### src/rtl/mvt_pkg.sv
// ----------------------------------------------------------------------------
// mvt_pkg
// Shared types and constants of the morphing vertex transform.
// ----------------------------------------------------------------------------
package mvt_pkg;

  localparam int CoordW = 32;
  localparam int CoefW  = 18;
  localparam int LerpW  = 16;
  localparam int FracW  = 16;
  localparam int RowW   = 3 * CoefW;
  localparam int CfgIdxW = 3;
  // Full product of a 2.16 coefficient and a coordinate.
  localparam int ProdW  = CoefW + CoordW;

  localparam logic [LerpW-1:0]        LerpFull = 16'hffff;
  // 4/3 in 2.16.
  localparam logic signed [CoefW-1:0] YScale   = 18'sd87381;

  localparam int ModeMorphBit  = 0;
  localparam int ModePreOffBit = 1;

  typedef enum logic [CfgIdxW-1:0] {
    CFG_ROW_X  = 3'd0,
    CFG_ROW_Y  = 3'd1,
    CFG_ROW_Z  = 3'd2,
    CFG_OFF_X  = 3'd3,
    CFG_OFF_Y  = 3'd4,
    CFG_OFF_Z  = 3'd5,
    CFG_LERP   = 3'd6,
    CFG_MODE   = 3'd7
  } cfg_idx_e;

  typedef enum logic [1:0] {
    BLEND_FIRST  = 2'd0,
    BLEND_SECOND = 2'd1,
    BLEND_MIX    = 2'd2
  } blend_sel_e;

  // One matrix row: c0 weights x, c1 weights y, c2 weights z.
  typedef struct packed {
    logic signed [CoefW-1:0] c2;
    logic signed [CoefW-1:0] c1;
    logic signed [CoefW-1:0] c0;
  } row_t;

  // Control that travels with a row into the dot-product unit.
  typedef struct packed {
    logic add_offset;
  } row_ctrl_t;

endpackage

### src/rtl/mvt_row.sv
// ----------------------------------------------------------------------------
// mvt_row
// Two-stage 16.16 dot product of one matrix row with a point, plus an optional offset.
// ----------------------------------------------------------------------------
module mvt_row (
  input  logic                                 clk_i,
  input  mvt_pkg::row_t                        row_i,
  input  logic signed [mvt_pkg::CoordW-1:0]    point_i [3],
  input  logic signed [mvt_pkg::CoordW-1:0]    offset_i,
  input  mvt_pkg::row_ctrl_t                   ctrl_i,
  output logic signed [mvt_pkg::CoordW-1:0]    sum_o
);

  logic signed [mvt_pkg::CoefW-1:0]  coef [3];
  logic signed [mvt_pkg::ProdW-1:0]  prod [3];
  logic signed [mvt_pkg::CoordW-1:0] prod_q [3];
  logic signed [mvt_pkg::CoordW-1:0] offset_q;
  logic signed [mvt_pkg::CoordW-1:0] sum_d;
  logic signed [mvt_pkg::CoordW-1:0] sum_q;

  assign coef[0] = row_i.c0;
  assign coef[1] = row_i.c1;
  assign coef[2] = row_i.c2;

  // Floor shift by 16 then wrap to 32 bits: keep bits 47..16.
  always_comb begin
    for (int k = 0; k < 3; k++) begin
      prod[k] = coef[k] * point_i[k];
    end
  end

  always_ff @(posedge clk_i) begin
    for (int k = 0; k < 3; k++) begin
      prod_q[k] <= prod[k][mvt_pkg::FracW +: mvt_pkg::CoordW];
    end
    offset_q <= ctrl_i.add_offset ? offset_i : '0;
  end

  assign sum_d = prod_q[0] + prod_q[1] + prod_q[2] + offset_q;

  always_ff @(posedge clk_i) begin
    sum_q <= sum_d;
  end

  assign sum_o = sum_q;

endmodule

### config.mk
export PLATFORM = sky130hd
export DESIGN_NAME = mvt_row
export DESIGN_NICKNAME = d
export VERILOG_FILES = /design/src/rtl/mvt_pkg.sv /design/src/rtl/mvt_row.sv
export SDC_FILE = /design/constraint.sdc
export NUM_CORES = 2
export LEC_CHECK = 0
export ABC_AREA = 1
export CORE_MARGIN = 1
export CORE_UTILIZATION = 71
export CTS_BUF_LIST = sky130_fd_sc_hd__clkbuf_8
export DETAILED_ROUTE_END_ITERATION = 12
export DONT_BUFFER_PORTS = 1
export GPL_ROUTABILITY_DRIVEN = 1
export GPL_TIMING_DRIVEN = 0
export PLACE_DENSITY = 0.89
export SYNTH_ARGS = -nofsm -noshare
export SYNTH_HDL_FRONTEND = slang
export SYNTH_SLANG_ARGS = --single-unit
### constraint.sdc
create_clock -name clk_i -period 13.4 [get_ports clk_i]
set_input_delay 2.68 -clock clk_i [delete_from_list [all_inputs] [get_ports clk_i]]
set_output_delay 2.68 -clock clk_i [all_outputs]
set_load 0.01 [all_outputs]
### After elaboration in Yosys (flattened, before gate mapping)

Memory sizes are Yosys's and may differ from the RTL's.
Cells that the tools add are included.

| storage, ports and cells | value |
|---|---|
| output and inout port bits | 32 |
| input bits | 184 |
| word-level logic and storage cells | 9 |
| memory bits (writable) | 96 |
| flip-flop bits (word level) | 64 |
| memories kept | 1 |

| cells by class | value |
|---|---|
| $mul | 3 |
| $add $sub $neg | 3 |

Memories:

| name | words | width | rd ports | clocked after Yosys merged registers in | wr ports | RTL line | RTL |
|---|---|---|---|---|---|---|---|
| prod_q | 3 | 32 | 3 | 0 | 3 | mvt_row.sv:16 | `logic signed [mvt_pkg::CoordW-1:0] prod_q [3];` |

Operators by type and width:

| operator | count |
|---|---|
| multiplier 18 x 32 -> 48 bit | 3 |
| adder 32 bit | 3 |

### Logic depth before layout (Yosys ltp)

| logic depth | value |
|---|---|
| depth after elaboration | 3 |
| gate-level depth with buffers | 31 |
| depth with buffers taken out | 29 |

### Least setup slack after synthesis

No wires, ideal clock.

| timing path | value |
|---|---|
| path type | input to register |
| start point | input point_i[31] (netlist bit) |
| end point | memory prod_q[0][88] (netlist bit) |
| setup time | 0.113 ns |
| stages | 22 |
| slack | 5.514 ns |
| data required time | 13.287 ns |
| path buffers | 2 |
| data arrival time | 7.774 ns |
| path through | clkbuf_1 -> clkbuf_1 -> nand2_1 -> inv_1 -> fa_1 -> fa_1 -> ha_1 -> inv_1 -> fa_1 -> inv_1 -> fa_1 -> inv_1 -> fa_1 -> inv_1 -> ha_1 -> a21oi_1 -> o21ai_0 -> a21oi_1 -> a21boi_0 -> nand3_1 -> nand2_1 -> nand2_1 |

RTL lines:

| what | RTL line | RTL |
|---|---|---|
| start: declaration | mvt_row.sv:8 | `input logic signed [mvt_pkg::CoordW-1:0] point_i [3],` |
| end: declaration | mvt_row.sv:16 |  |

==> results.txt <==
outcome: complete, no violations
vias in the first global route: 62400
commonest cells after routing, fill and taps aside: inv_1 (2799), nand2_1 (2411), fa_1 (1676), ha_1 (370), nor2_1 (369)
yosys warns: 0
cts repair resizes: 0
reg2reg setup slack: 9.71 ns
Tot GR Track Use: 48.8%
Synth Cell Area: 68300 sq um
HP Class: flop to flop
final-report hold violation count: 0
max_cap viols: 0
largest net degree at the start of global routing: 19
worst path bufs/invs: 5
Synth Instances: 8913
# rows: 113
Routed wire per std cell: 22.5 um
Core ar.: 95200 sq um
Slew headroom: 14.9%
async set-or-reset flop fraction in the synthesized netlist: 0%
Final Skew: 0.0273 ns
count of clock tree sinks: 160
Worst Setup Start Kind: input port
Worst-Margin Slew: 1.28 ns
CTS tree: yes
Die Area: 97400 sq um
vias after detailed routing: 58900
CTS hold repair buffers: 0
fin crit share: 67.1%
multi-input logic area: 53100 sq um
WL final: 230000 um
initial antenna violation count: 17
CTS Buf Count: 17
Crit path max-delay family: adder cells
Primary FF master, synth: dfxtp_1
fin nets: 11200
cell mode on critical path: fa_1
# DRC: 0
vias per inst: 5.77
Synth Net Count: 11100
IO Pins: 216
reg2reg start: prod_q[0][33]
fillers: 7069
Die X: 312 um
path depth of the worst reg2reg path: 12
most common cell after layout, fill and taps aside: inv_1
Initial DRT Pass Iterations: 7
Worst EP required: 13.85 ns
crit end category: flop
remaining global-route overflow: 0
Layout Utilization: 73.8%
Root Driver: clkbuf_8
Worst Path Arrival: 9.43 ns
Crit Path Class: input port to flop
Setup Buffers After CTS: 0
clk buf depth: 2
Initial Util: 71.7%
Synth Register Bits: 160
aggregate negative setup slack: 0 ns
Worst path max stage delay: 0.67 ns
Crit-path slowest cell: buf_1
worst min-delay path endpoint: sum_o[0]
H-tree Lvls: 4
Clk pin slew, worst setup/hold paths: 0.11 ns
I/O Buffers: 0
Crit Path Max Fanout: 10
Area Overhead vs Synth: 2.94%
DP HPWL: 199000 um
syn_area_per_cell: 7.66 sq um
Placer Congestion: 1.05
Hold Crit Start: prod_q[0][64]
layout cell share with drive strength beyond 1: 1.01%
Worst R2R End: sum_o[19]
crit path from: point_i[74]
Die H: 312 um
global-route wire length before repair: 352000 um
Final Setup Violations: 0
Worst-Skew Late Latency: 0.56 ns
hold path cells: 1
f_max: 111 MHz
FF/Latch Area: 3200 sq um
Iter 0 DRT Violations: 6454
post-route antenna net violation count: 0
Netlist cell types: 45
fin crit period: 8.99 ns
sequential fraction of the synthesis area: 4.69%
worst-path cell chain: clkbuf_1, buf_1, nand2_1, fa_1, fa_1, fa_1, inv_1, fa_1, fa_1, inv_1, fa_1, inv_1, ha_1, a21oi_1, o21ai_0, a21oi_1, o21ai_1, nand2_1, nand3_1, nand2_1, nand2_1
RSZ-0062 raised after global routing: no
max-slew violation count: 0
number of synthesized flops with an enable pin: 0
[registers in the layout, summed over array words and instances (netlist names)]
register / count
prod_q: 96
offset_q: 32
sum_o: 32
[per-layer routing]
layer | GRT usage [%] | vias up | wire length, um
met3 | 18.0 | 1245 | 34100
met2 | 72.6 | 4330 | 98700
li1 | - | 24800 | -
met1 | 60.1 | 28500 | 78500
met4 | 31.3 | 26 | 18500
met5 | 0.967 | - | 304
[through the flow]
stage	cells	hold slack, ns	worst slack, ns	cell area (sq um)
2_1_floorplan	8913	0.432	5.51	68300
3_3_place_gp	10200	0.448	4.03	69800
3_5_place_dp	10200	0.475	4.05	69800
4_1_cts	10200	0.502	4.61	70200
5_1_grt	10200	0.524	4.25	70200
6_report	10200	0.495	4.41	70300
[Yosys cell counts, types with 13 or more instances]
| library cell | number | area, sq um |
|---|---|---|
| a21oi_1 | 203 | 1020 |
| buf_1 | 33 | 124 |
| ha_1 | 370 | 4630 |
| nor2_1 | 369 | 1390 |
| nor3_1 | 23 | 115 |
| xnor2_1 | 40 | 350 |
| a21o_1 | 16 | 120 |
| nand4_1 | 45 | 282 |
| nand2_1 | 2411 | 9050 |
| o21ai_0 | 105 | 526 |
| o21bai_1 | 21 | 158 |
| o21a_1 | 13 | 97.6 |
| nand3_1 | 148 | 741 |
| clkbuf_1 | 324 | 1220 |
| fa_1 | 1676 | 33600 |
| xor2_1 | 54 | 473 |
| inv_1 | 2799 | 10500 |
| dfxtp_1 | 160 | 3200 |
| or2_2 | 18 | 113 |
[cells by family after synthesis]
logic type	synth area share, %
AND/OR/NAND/NOR	17.6
AO/OA/AOI/OAI	3.16
XOR/XNOR	1.21
flip-flops	4.69
buffers and inverters	17.5
adder cells (fa/ha/maj)	55.9
[cell type report]
class / instances / area share [%]
tap: 1265 / 2.25
clock inverter: 15 / 0.237
sequential: 160 / 4.56
multi-input combinational: 5584 / 75.6
buffer: 364 / 1.97
clock buffer: 17 / 0.333
antenna: 10 / 0.0356
inverter: 2805 / 15.0
[how the worst max path moves through the flow]
stage / to / slack [ns] / cells past startpoint
2_1_floorplan: prod_q[0][88] / 5.51 / 22
3_3_place_gp: prod_q[0][94] / 4.03 / 21
3_5_place_dp: prod_q[0][94] / 4.05 / 21
4_1_cts: prod_q[0][94] / 4.61 / 21
5_1_grt: prod_q[0][63] / 4.25 / 26
6_report: prod_q[0][28] / 4.41 / 21
Power is not shown: default switching activity piles up to over one toggle a cycle in this logic, so the estimate is an artifact.
